### config.mk
export PLATFORM = sky130hd
export DESIGN_NAME = stream_substring_replace
export DESIGN_NICKNAME = d
export VERILOG_FILES = /design/src/ssr_pkg.sv /design/src/stream_substring_replace.sv /design/src/ssr_queue.sv /design/src/ssr_front.sv /design/src/ssr_back.sv
export SDC_FILE = /design/constraint.sdc
export NUM_CORES = 1
export LEC_CHECK = 0
export BUFFER_PORTS_ARGS = -buffer_cell sky130_fd_sc_hd__buf_2
export CAP_MARGIN = 15
export CELL_PAD_IN_SITES_DETAIL_PLACEMENT = 1
export CELL_PAD_IN_SITES_GLOBAL_PLACEMENT = 2
export CORE_MARGIN = 2
export CORE_UTILIZATION = 43
export CTS_CLUSTER_SIZE = 40
export DETAILED_ROUTE_END_ITERATION = 10
export HOLD_SLACK_MARGIN = 0.12
export PLACE_DENSITY_LB_ADDON = 0.1
export RECOVER_POWER = 50
export SETUP_SLACK_MARGIN = 0.2
export SYNTH_ARGS = -nofsm -noshare
export SYNTH_HDL_FRONTEND = slang
export SYNTH_SLANG_ARGS = --single-unit
### constraint.sdc
create_clock -name clk -period 9.38 [get_ports clk]
set_input_delay 0.469 -clock clk [delete_from_list [all_inputs] [get_ports clk]]
set_output_delay 0.469 -clock clk [all_outputs]
set_load 0.01 [all_outputs]
### src/ssr_pkg.sv
package ssr_pkg;

    localparam int unsigned BYTE_W    = 8;
    localparam int unsigned MAX_BYTES = 8;    // bytes in a pattern or replacement register
    localparam int unsigned SEL_W     = 3;    // selects one of MAX_BYTES
    localparam int unsigned LEN_W     = 4;    // length fields and result counts
    localparam int unsigned CFG_W     = 64;
    localparam int unsigned IDX_W     = 2;
    localparam int unsigned Q_DEPTH   = 2;
    localparam int unsigned Q_PTR_W   = 1;
    localparam int unsigned Q_FILL_W  = 2;

    typedef enum logic [IDX_W-1:0] {
        REG_PATTERN_LEN   = 2'd0,
        REG_PATTERN_BYTES = 2'd1,
        REG_REPLACE_LEN   = 2'd2,
        REG_REPLACE_BYTES = 2'd3
    } reg_index_t;

    typedef struct packed {
        logic [BYTE_W-1:0] in_byte;
        logic              end_of_string;
    } in_word_t;

    typedef struct packed {
        logic [BYTE_W-1:0] out_byte;
        logic              byte_valid;
        logic              final_result;
    } out_word_t;

    typedef enum logic {
        SRC_WINDOW  = 1'b0,
        SRC_REPLACE = 1'b1
    } src_t;

    // One entry of work for the output sequencer: emit count bytes from the
    // chosen source, then an end marker if mark is set.
    typedef struct packed {
        src_t                              src;
        logic [LEN_W-1:0]                  count;
        logic                              mark;
        logic [MAX_BYTES-1:0][BYTE_W-1:0]  bytes;
    } cmd_t;

endpackage

### src/stream_substring_replace.sv
// Streaming find-and-replace: bytes enter one word per cycle on in_data with an
// end_of_string flag; every leftmost, non-overlapping occurrence of the pattern
// (pattern_len bytes, 0 taken as 1, capped at MAX_PATTERN) is replaced by the
// first replace_len bytes (capped at 8) of replace_bytes, all other bytes pass
// through in order, and each string ends with a bare marker word
// (byte_valid = 0, final_result = 1). The front stage updates the match window
// and takes one input word per cycle as long as its two-entry work queue has
// room; the output sequencer then emits one result word per cycle while
// out_ready is high. An input word yields a replacement burst of up to 8
// bytes, an end-of-string flush of up to MAX_PATTERN + 1 words, or no result,
// in which case it takes no queue entry.
// Write configuration only while the block is idle.
module stream_substring_replace #(
    parameter int unsigned MAX_PATTERN = 8
) (
    input  logic                        clk,
    input  logic                        rst_n,
    input  logic                        in_valid,
    output logic                        in_ready,
    input  ssr_pkg::in_word_t           in_data,
    output logic                        out_valid,
    input  logic                        out_ready,
    output ssr_pkg::out_word_t          out_data,
    input  logic                        cfg_write,
    input  logic [ssr_pkg::IDX_W-1:0]   cfg_index,
    input  logic [ssr_pkg::CFG_W-1:0]   cfg_data
);

    // Configuration registers.
    logic [ssr_pkg::LEN_W-1:0]  pattern_len_reg;
    logic [ssr_pkg::CFG_W-1:0]  pattern_bytes_reg;
    logic [ssr_pkg::LEN_W-1:0]  replace_len_reg;
    logic [ssr_pkg::CFG_W-1:0]  replace_bytes_reg;

    logic [ssr_pkg::LEN_W-1:0]  plen_eff, rlen_eff;
    logic                       push, push_ready, pop, head_valid;
    ssr_pkg::cmd_t              push_cmd, head_cmd;

    always_ff @(posedge clk or negedge rst_n)
    begin
        if (!rst_n)
        begin
            pattern_len_reg   <= ssr_pkg::LEN_W'(1);
            pattern_bytes_reg <= '0;
            replace_len_reg   <= '0;
            replace_bytes_reg <= '0;
        end
        else if (cfg_write)
        begin
            unique case (ssr_pkg::reg_index_t'(cfg_index))
                ssr_pkg::REG_PATTERN_LEN:   pattern_len_reg   <= cfg_data[ssr_pkg::LEN_W-1:0];
                ssr_pkg::REG_PATTERN_BYTES: pattern_bytes_reg <= cfg_data;
                ssr_pkg::REG_REPLACE_LEN:   replace_len_reg   <= cfg_data[ssr_pkg::LEN_W-1:0];
                ssr_pkg::REG_REPLACE_BYTES: replace_bytes_reg <= cfg_data;
                default: ;
            endcase
        end
    end

    // Clamp lengths: empty pattern counts as one byte, long ones saturate.
    always_comb
    begin
        priority if (pattern_len_reg == '0)
        begin
            plen_eff = ssr_pkg::LEN_W'(1);
        end
        else if (pattern_len_reg > ssr_pkg::LEN_W'(MAX_PATTERN))
        begin
            plen_eff = ssr_pkg::LEN_W'(MAX_PATTERN);
        end
        else
        begin
            plen_eff = pattern_len_reg;
        end
        rlen_eff = (replace_len_reg > ssr_pkg::LEN_W'(ssr_pkg::MAX_BYTES))
                 ? ssr_pkg::LEN_W'(ssr_pkg::MAX_BYTES) : replace_len_reg;
    end

    // Front: hold the window, classify each word into a work entry.
    ssr_front #(
        .MAX_PATTERN (MAX_PATTERN)
    ) u_front (
        .clk        (clk),
        .rst_n      (rst_n),
        .in_valid   (in_valid),
        .in_ready   (in_ready),
        .in_data    (in_data),
        .plen       (plen_eff),
        .rlen       (rlen_eff),
        .pattern    (pattern_bytes_reg),
        .push       (push),
        .push_cmd   (push_cmd),
        .push_ready (push_ready)
    );

    // Decouple front and back so either side can stall.
    ssr_queue u_queue (
        .clk        (clk),
        .rst_n      (rst_n),
        .push       (push),
        .push_cmd   (push_cmd),
        .push_ready (push_ready),
        .pop        (pop),
        .head_cmd   (head_cmd),
        .head_valid (head_valid)
    );

    // Back: expand each entry into result words through the output register.
    ssr_back u_back (
        .clk        (clk),
        .rst_n      (rst_n),
        .head_cmd   (head_cmd),
        .head_valid (head_valid),
        .pop        (pop),
        .replace    (replace_bytes_reg),
        .out_valid  (out_valid),
        .out_ready  (out_ready),
        .out_data   (out_data)
    );

endmodule

### src/ssr_queue.sv
module ssr_queue (
    input  logic          clk,
    input  logic          rst_n,
    input  logic          push,
    input  ssr_pkg::cmd_t push_cmd,
    output logic          push_ready,
    input  logic          pop,
    output ssr_pkg::cmd_t head_cmd,
    output logic          head_valid
);

    ssr_pkg::cmd_t                   entry_reg [ssr_pkg::Q_DEPTH];
    logic [ssr_pkg::Q_PTR_W-1:0]     wr_ptr_reg, wr_ptr_next;
    logic [ssr_pkg::Q_PTR_W-1:0]     rd_ptr_reg, rd_ptr_next;
    logic [ssr_pkg::Q_FILL_W-1:0]    fill_reg, fill_next;
    logic                            do_push, do_pop;

    assign push_ready = (fill_reg != ssr_pkg::Q_FILL_W'(ssr_pkg::Q_DEPTH));
    assign head_valid = (fill_reg != '0);
    assign head_cmd   = entry_reg[rd_ptr_reg];
    assign do_push    = push && push_ready;
    assign do_pop     = pop && head_valid;

    always_comb
    begin
        wr_ptr_next = do_push ? wr_ptr_reg + 1'b1 : wr_ptr_reg;
        rd_ptr_next = do_pop  ? rd_ptr_reg + 1'b1 : rd_ptr_reg;
        fill_next   = fill_reg;
        if (do_push && !do_pop)
        begin
            fill_next = fill_reg + 1'b1;
        end
        else if (do_pop && !do_push)
        begin
            fill_next = fill_reg - 1'b1;
        end
    end

    always_ff @(posedge clk or negedge rst_n)
    begin
        if (!rst_n)
        begin
            wr_ptr_reg <= '0;
            rd_ptr_reg <= '0;
            fill_reg   <= '0;
        end
        else
        begin
            wr_ptr_reg <= wr_ptr_next;
            rd_ptr_reg <= rd_ptr_next;
            fill_reg   <= fill_next;
        end
    end

    always_ff @(posedge clk)
    begin
        if (do_push)
        begin
            entry_reg[wr_ptr_reg] <= push_cmd;
        end
    end

endmodule

### src/ssr_front.sv
module ssr_front #(
    parameter int unsigned MAX_PATTERN = 8
) (
    input  logic                                  clk,
    input  logic                                  rst_n,
    input  logic                                  in_valid,
    output logic                                  in_ready,
    input  ssr_pkg::in_word_t                     in_data,
    input  logic [ssr_pkg::LEN_W-1:0]             plen,
    input  logic [ssr_pkg::LEN_W-1:0]             rlen,
    input  logic [ssr_pkg::MAX_BYTES-1:0][ssr_pkg::BYTE_W-1:0] pattern,
    output logic                                  push,
    output ssr_pkg::cmd_t                         push_cmd,
    input  logic                                  push_ready
);

    localparam int unsigned CW = $clog2(MAX_PATTERN + 1);

    logic [ssr_pkg::BYTE_W-1:0] win_reg  [MAX_PATTERN];
    logic [ssr_pkg::BYTE_W-1:0] win_next [MAX_PATTERN];
    logic [ssr_pkg::BYTE_W-1:0] comb     [MAX_PATTERN];
    logic [CW-1:0]              count_reg, count_next;
    logic [ssr_pkg::LEN_W-1:0]  cnt_ext, total, pop_n;
    logic                       accept, hit, over, full, clear, eos;

    assign in_ready = push_ready;
    assign accept   = in_valid && push_ready;
    assign eos      = in_data.end_of_string;

    always_comb
    begin
        cnt_ext = ssr_pkg::LEN_W'(count_reg);
        total   = cnt_ext + 1'b1;
        // Append the new byte behind the held ones.
        for (int j = 0; j < MAX_PATTERN; j++)
        begin
            comb[j] = (ssr_pkg::LEN_W'(j) == cnt_ext) ? in_data.in_byte : win_reg[j];
        end
        hit = 1'b1;
        for (int j = 0; j < MAX_PATTERN; j++)
        begin
            if (ssr_pkg::LEN_W'(j) < plen && comb[j] != pattern[j])
            begin
                hit = 1'b0;
            end
        end
        over  = (cnt_ext >= plen);
        full  = (total == plen);
        clear = 1'b0;
        pop_n = '0;
        priority if (over)
        begin
            // Pattern shrank: shift out down to one byte short of it, or all at end of string.
            pop_n = eos ? total : total - plen + 1'b1;
        end
        else if (full && hit)
        begin
            clear = 1'b1;
        end
        else if (full)
        begin
            pop_n = eos ? total : ssr_pkg::LEN_W'(1);
        end
        else
        begin
            pop_n = eos ? total : '0;
        end

        push_cmd       = '0;
        push_cmd.src   = clear ? ssr_pkg::SRC_REPLACE : ssr_pkg::SRC_WINDOW;
        push_cmd.count = clear ? rlen : pop_n;
        push_cmd.mark  = eos;
        for (int j = 0; j < MAX_PATTERN; j++)
        begin
            push_cmd.bytes[j] = comb[j];
        end
        push = accept && (push_cmd.count != '0 || eos);

        count_next = clear ? '0 : CW'(total - pop_n);
        for (int j = 0; j < MAX_PATTERN; j++)
        begin
            win_next[j] = win_reg[j];
            for (int k = 0; k < MAX_PATTERN; k++)
            begin
                if (ssr_pkg::LEN_W'(k) == ssr_pkg::LEN_W'(j) + pop_n)
                begin
                    win_next[j] = comb[k];
                end
            end
        end
    end

    always_ff @(posedge clk or negedge rst_n)
    begin
        if (!rst_n)
        begin
            count_reg <= '0;
        end
        else if (accept)
        begin
            count_reg <= count_next;
        end
    end

    always_ff @(posedge clk)
    begin
        if (accept)
        begin
            win_reg <= win_next;
        end
    end

endmodule

### src/ssr_back.sv
module ssr_back (
    input  logic                                  clk,
    input  logic                                  rst_n,
    input  ssr_pkg::cmd_t                         head_cmd,
    input  logic                                  head_valid,
    output logic                                  pop,
    input  logic [ssr_pkg::MAX_BYTES-1:0][ssr_pkg::BYTE_W-1:0] replace,
    output logic                                  out_valid,
    input  logic                                  out_ready,
    output ssr_pkg::out_word_t                    out_data
);

    logic [ssr_pkg::LEN_W-1:0]  idx_reg, idx_next;
    logic                       out_valid_reg, out_valid_next;
    ssr_pkg::out_word_t         out_data_reg, out_data_next;
    logic                       load, is_byte, last;
    logic [ssr_pkg::SEL_W-1:0]  sel;
    logic [ssr_pkg::BYTE_W-1:0] byte_sel;

    assign out_valid = out_valid_reg;
    assign out_data  = out_data_reg;

    always_comb
    begin
        load    = head_valid && (!out_valid_reg || out_ready);
        is_byte = (idx_reg < head_cmd.count);
        last    = head_cmd.mark ? (idx_reg == head_cmd.count)
                                : (idx_reg == head_cmd.count - 1'b1);
        sel     = idx_reg[ssr_pkg::SEL_W-1:0];
        unique case (head_cmd.src)
            ssr_pkg::SRC_REPLACE: byte_sel = replace[sel];
            ssr_pkg::SRC_WINDOW:  byte_sel = head_cmd.bytes[sel];
            default:              byte_sel = '0;
        endcase
        pop = load && last;

        out_data_next.out_byte     = is_byte ? byte_sel : '0;
        out_data_next.byte_valid   = is_byte;
        out_data_next.final_result = !is_byte;

        idx_next       = idx_reg;
        out_valid_next = out_valid_reg;
        if (load)
        begin
            idx_next       = last ? '0 : idx_reg + 1'b1;
            out_valid_next = 1'b1;
        end
        else if (out_ready)
        begin
            out_valid_next = 1'b0;
        end
    end

    always_ff @(posedge clk or negedge rst_n)
    begin
        if (!rst_n)
        begin
            idx_reg       <= '0;
            out_valid_reg <= 1'b0;
        end
        else
        begin
            idx_reg       <= idx_next;
            out_valid_reg <= out_valid_next;
        end
    end

    always_ff @(posedge clk)
    begin
        if (load)
        begin
            out_data_reg <= out_data_next;
        end
    end

endmodule

# Word level (Yosys, flattened, before mapping)
# Memories as Yosys holds them, arrays and structs flattened.
# Cells that the tools add are included.
# word_totals
reg_bits,223
mem_bits_rw,140
in_bits,80
out_inout_bits,12
wordCells,296
memories,1
# memory_table
memory,depth,width,rd,rd_clocked_by_memory_dff,wr,line,rtl
u_queue.entry_reg,2,70,1,0,1,ssr_queue.sv:12,ssr_pkg::cmd_t entry_reg [ssr_pkg::Q_DEPTH];
# classes
add_sub_neg,17
n_lt_le_gt_ge,13
eq_ne,78
n_mux,107
n_bitwise,1
reduce_logical,58
# op_table
op,n
8-bit two-way mux,74
3-bit by 4-bit equality test with 1-bit output (first input constant),36
2-bit by 4-bit equality test with 1-bit output (first input constant),18
8-bit inequality test,8
8-bit nonzero test,8
8-bit binary-select mux with 3-bit select,2
4-bit two-way mux,12
4-bit logical NOT,10
1-bit by 4-bit equality test with 1-bit output (first input constant),9
2-bit AND reduction,12
1-bit logical AND,17
3-bit by 4-bit adder with 4-bit output (first input constant),4
3-bit by 4-bit < comparator with 1-bit output (first input constant),4
1-bit two-way mux,16
8-bit one-hot mux with 2 select lines,1
4-bit by 1-bit adder with 4-bit output (second input constant),3
4-bit equality test,3
2-bit by 4-bit adder with 4-bit output (first input constant),2
4-bit greater-than comparator (second input constant),2
1-bit by 4-bit < comparator with 1-bit output (first input constant),2
2-bit by 4-bit < comparator with 1-bit output (first input constant),2
4-bit subtractor,2
2-bit nonzero test,3
1-bit by 4-bit adder with 4-bit output (first input constant),1
16 further kinds,23

# Logic depth before layout (Yosys ltp)
# depth
word_depth,26
mapped_depth,25
depth_no_buf,22

# By module
# From an unflattened synthesis, not the netlist that was laid out.
# hier_totals
cells_unflattened,1946
hier_area_um2,22615.4
# modules_own_cells
mod,instances,cells_per_inst,area_per_inst_um2,seq_area_each_um2
ssr_front,1,1281,10074.7,2021.9
ssr_queue,1,236,5596.6,4304.1
stream_substring_replace,1,298,5126.2,3404.5
ssr_back,1,131,1818.0,425.4

# Least setup slack after synthesis
# Ideal clock, no wire load.
# synth_path
path_type,register -> register
from,register pattern_len_reg[3] (netlist name)
to,"memory u_queue.entry_reg[0][0] (netlist name), enable pin"
setup_time_ps,499
arrival_time_ps,6499
required_time_ps,8881
path_slack_ps,2382
stages_incl_launch_ff,18
path_buffers,2
synth_period_minus_slack_ps,6998
cell_sequence,dfrtp_1 clkbuf_1 inv_1 o21ai_0 inv_1 ha_1 nand2b_1 a2111oi_0 o21ai_0 nor4b_1 nand3_1 nor4_1 nor4b_2 buf_2 nor2_1 a21oi_1 o21bai_1 nor2_1
# synth_via
elab_chain_cells,23
word_cells_on_any_way,46
cone_classes,add/sub (2); order compare (10); eq/ne (1); mux (19); reduce/logical (14)
# synth_rtl
item,line,rtl
start: declaration,stream_substring_replace.sv:30,logic [ssr_pkg::LEN_W-1:0] pattern_len_reg;
start signal: assignment,stream_substring_replace.sv:43,pattern_len_reg <= ssr_pkg::LEN_W'(1);
start signal: assignment,stream_substring_replace.sv:51,ssr_pkg::REG_PATTERN_LEN: pattern_len_reg <= cfg_data[ssr_pkg::LEN_W-1:0];
4-bit greater-than comparator,stream_substring_replace.sv:67,else if (pattern_len_reg > ssr_pkg::LEN_W'(MAX_PATTERN))
4-bit two-way mux,stream_substring_replace.sv:67,
4-bit two-way mux (*),stream_substring_replace.sv:63,priority if (pattern_len_reg == '0)
1-bit by 4-bit < comparator with 1-bit output,ssr_front.sv:42,if (ssr_pkg::LEN_W'(j) < plen && comb[j] != pattern[j])
1-bit logical AND,ssr_front.sv:42,
1-bit two-way mux (8 in series),ssr_front.sv:42,
1-bit logical AND,ssr_front.sv:56,else if (full && hit)
4-bit two-way mux or 1-bit two-way mux (tied branches),ssr_front.sv:56,
4-bit two-way mux or 1-bit two-way mux (tied branches),ssr_front.sv:51,priority if (over)
4-bit two-way mux (*),ssr_front.sv:71,push_cmd.count = clear ? rlen : pop_n;
4-bit nonzero test (*),ssr_front.sv:77,push = accept && (push_cmd.count != '0 || eos);
1-bit logical OR (*),ssr_front.sv:77,
1-bit logical AND (*),ssr_front.sv:77,
1-bit logical AND (*),ssr_queue.sv:21,assign do_push = push && push_ready;
1-bit two-way mux (*),ssr_queue.sv:57,if (do_push)
1-bit two-way mux (implied by the code) (*),ssr_queue.sv:59,entry_reg[wr_ptr_reg] <= push_cmd;
end: declaration,ssr_queue.sv:12,
# Mark *: on every way between the ends. The rest lies on a longest branch, timed or not.

==> out/results.txt <==
Period utilization - 91.0%
Fillers - 5359
Routed Antenna Nets - 0
Drt drc - 0
First-pass GRT wire length - 160000 um
Dpl cell area - 0.0235 mm2
Core Box Area - 0.0502 mm2
Fmax - 117 MHz
Adder-Cell Fraction of Synth Area - 1.73%
Die extent in x - 230 um
Post-Synthesis Net Count - 2067
Synth cell types - 98
Post-synth EDFFs - 214
Post-synthesis sequential area ratio - 46.4%
Final Cell Area - 0.0248 mm2
Sequential cell area - 0.0102 mm2
Clk slew on worst S/H paths - 0.07 ns
Layout cells sized above 1 - 22.7%
Dominant cell type by area after synthesis - edfxtp_1
Synthesis Warnings - 0
Setup TNS - 0 ns
Initial antenna violation count - 6
H-tree Lvls - 2
Number of global-route vias before repair - 20000
RD Place Congestion - 1.12
Area occupied by multi-input gates - 0.0108 mm2
Layout Skew - 0.0321 ns
Post-synth ARST share - 41.0%
Clock sink total - 363
Hold Crit Class - input port to register
Failing checks - max-capacitance violations, max-slew violations
Crit-path leading delay family - simple AND/OR/NAND/NOR gates
Die ar. - 0.0527 mm2
CP endpoint kind - register
Root Driver - clkbuf_16
Post-Syn Area - 0.0219 mm2
WL met1 - 44400 um
Data arrival, critical path - 8.86 ns
Met2 Wirelength - 49100 um
Hold path depth - 2
Post-synthesis xor/xnor area fraction - 2.74%
CP Buf/Inv Count - 2
Worst stage delay on the critical path - 1.95 ns
Largest net degree at the start of global routing - 78
Total grt overflow - 0
Largest family of logic cells by synthesized area - compound AO/OA/AOI/OAI gates
HPWL Detailed - 85000 um
WL final - 116000 um
Port buffer count - 91
Most frequent cell after synthesis - edfxtp_1
Final count of hold timing violations - 0
CTS Buffer Depth - 3
Mux cell area share after synthesis - 17.0%
Top FF cell, synth - edfxtp_1
Chip height - 230 um
CP Cell Sequence - ha_1 > nor3b_1 > a21oi_2 > a221oi_1 > and4_1 > a41oi_2 > nor4b_4 > nor2_1 > inv_1 > ha_1 > inv_1 > a21o_1 > xnor2_1 > or4_2 > mux2i_1 > a2111oi_0 > o211ai_1
Worst Max-Slew Pin Slew - 4.26 ns
Slowest cell on crit path - nor3b_1
Status - finished, violations left
Dpl cells - 2697
Critical path peak fanout - 15
Most area-consuming cells after synthesis - edfxtp_1 (29%), dfrtp_1 (17%), mux2_2 (7.3%)
Post-DR wirelength/cell - 41.7 um
Starting DRT DRC Count - 3047
CTS tree - yes
Routed wl met3 - 13800 um
Post-layout nets - 2180
Max cap viols - 6
Critical Path RT - 9.70 ns
Top cell type's share of synthesized area - 29.4%
GRT Total Usage - 43.6%
Startpoint types - register
Vias/cell - 7.20
Initial Util - 43.6%
Critical path type - register to register
Post-Layout Cell Count - 2780
Most common library cells after synthesis - edfxtp_1 (214), dfrtp_1 (148), mux2_2 (142), nand2_1 (132), inv_1 (118)
Min cycle time layout - 8.54 ns
# IOs - 92
Synthesis-to-layout area growth - 13.3%
Max_slew headroom - -184%
Number of flip-flops in the largest register - 140
Post-synthesis compound-gate area fraction - 18.0%
Drt first pass iters - 7
Post-Synthesis Cells - 1958
Worst reg2reg path depth - 17
Syn_area_per_cell - 11.2 um2
Setup Viol. Count Final - 0
#FFs+latches synth - 363
Vias - 20000
RSZ-0062 raised after global routing - no
Crit path depth - 17
Worst-Skew Late Latency - 0.59 ns
Top layer reached by signal wires - met5
CTS buffer count - 42
Row Count - 82
Post-Synth Simple-Gate Area - 9.64%
Max Slew Vio Count - 309
-- worst register-to-register path, delay by kind of cell (launching register included) --
family | cells | cell delay [ns]
mux | 1 | 0.20
flops | 1 | 0.46
buf+inv | 2 | 0.48
simple gates | 5 | 3.79
xor+xnor | 1 | 0.26
fa+ha+maj | 2 | 0.80
compound gates | 6 | 2.30
-- per-stage QoR --
step / hold WS, ns / setup slack, ns / util (%)
finish: 0.154 / 0.843 / 49.5
global route: 0.157 / 0.635 / 49.4
CTS: 0.128 / 1.73 / 49.8
detailed placement: 0.493 / 1.75 / 46.8
global placement: 0.472 / 1.89 / 46.7
floorplan: 0.173 / 2.38 / -
-- path summary, 6_finish.rpt --
kind / startpoint / slack (ns) / endpoint
worst min register to register: u_back.out_valid$_DFFE_PN0P_ / 0.51 / u_back.out_valid$_DFFE_PN0P_
worst max register to register: u_front.cnt_ext[0]$_DFFE_PN0P_ / 0.84 / u_front.win_reg[4]$_DFFE_PP_
worst max-delay path: u_front.cnt_ext[0]$_DFFE_PN0P_ / 0.84 / u_front.win_reg[4]$_DFFE_PP_
worst min-delay path: cfg_data[18] / 0.15 / replace_bytes_reg[18]$_DFFE_PN0P_
max in group asynchronous: rst_n / 2.29 / pattern_bytes_reg[49]$_DFFE_PN0P_
min in group asynchronous: rst_n / 1.98 / u_back.idx_reg[0]$_DFFE_PN0P_
-- area by class of cell --
type,instances,share of cell area [%]
repair buffers,183,4.20
flip-flops and latches,363,40.9
multi-input cells,1357,43.6
clock inverters,31,1.48
diodes,4,0.0403
well taps,672,3.39
inverters,124,1.88
clock buffers,46,4.46
-- cell families (layout without fill, tap and decap cells) --
family                     Yosys count  count (layout)
DFF                                363             363
adders and majority gates           29              29
muxes                              284             284
other                                0               4
xor gates and xnor gates            67              67
buffers and inverters              238             384
and+or+nand+nor                    417             417
AOI/OAI and AO/OA                  560             560
-- what timing repair did --
action | in CTS | in global routing
endpoints found under the hold margin | 75 | 0
buffers inserted | 0 | 0
hold buffers | 1 | 0
gates resized for setup | 0 | 0
-- routing by layer --
layer | GRT usage [%] | vias to the layer above
met5 | 0 | -
li1 | - | 7816
met1 | 56.8 | 10300
met4 | 27.1 | 4
met2 | 63.4 | 1522
met3 | 13.4 | 378
-- cells in the final DEF, fill, tap and decap left out, types with 46 or more instances in the layout --
| cell type | n |
|---|---|
| a21oi_1 | 87 |
| buf_2 | 77 |
| buf_4 | 59 |
| dfrtp_1 | 147 |
| edfxtp_1 | 214 |
| inv_1 | 118 |
| mux2_2 | 136 |
| mux2i_1 | 81 |
| mux4_2 | 56 |
| nand2_1 | 132 |
| nor2_1 | 94 |
| o21ai_0 | 73 |
| o22ai_1 | 68 |
| xnor2_1 | 46 |
Power is not shown: default switching activity piles up to over one toggle a cycle in this logic, so the estimate is an artifact.
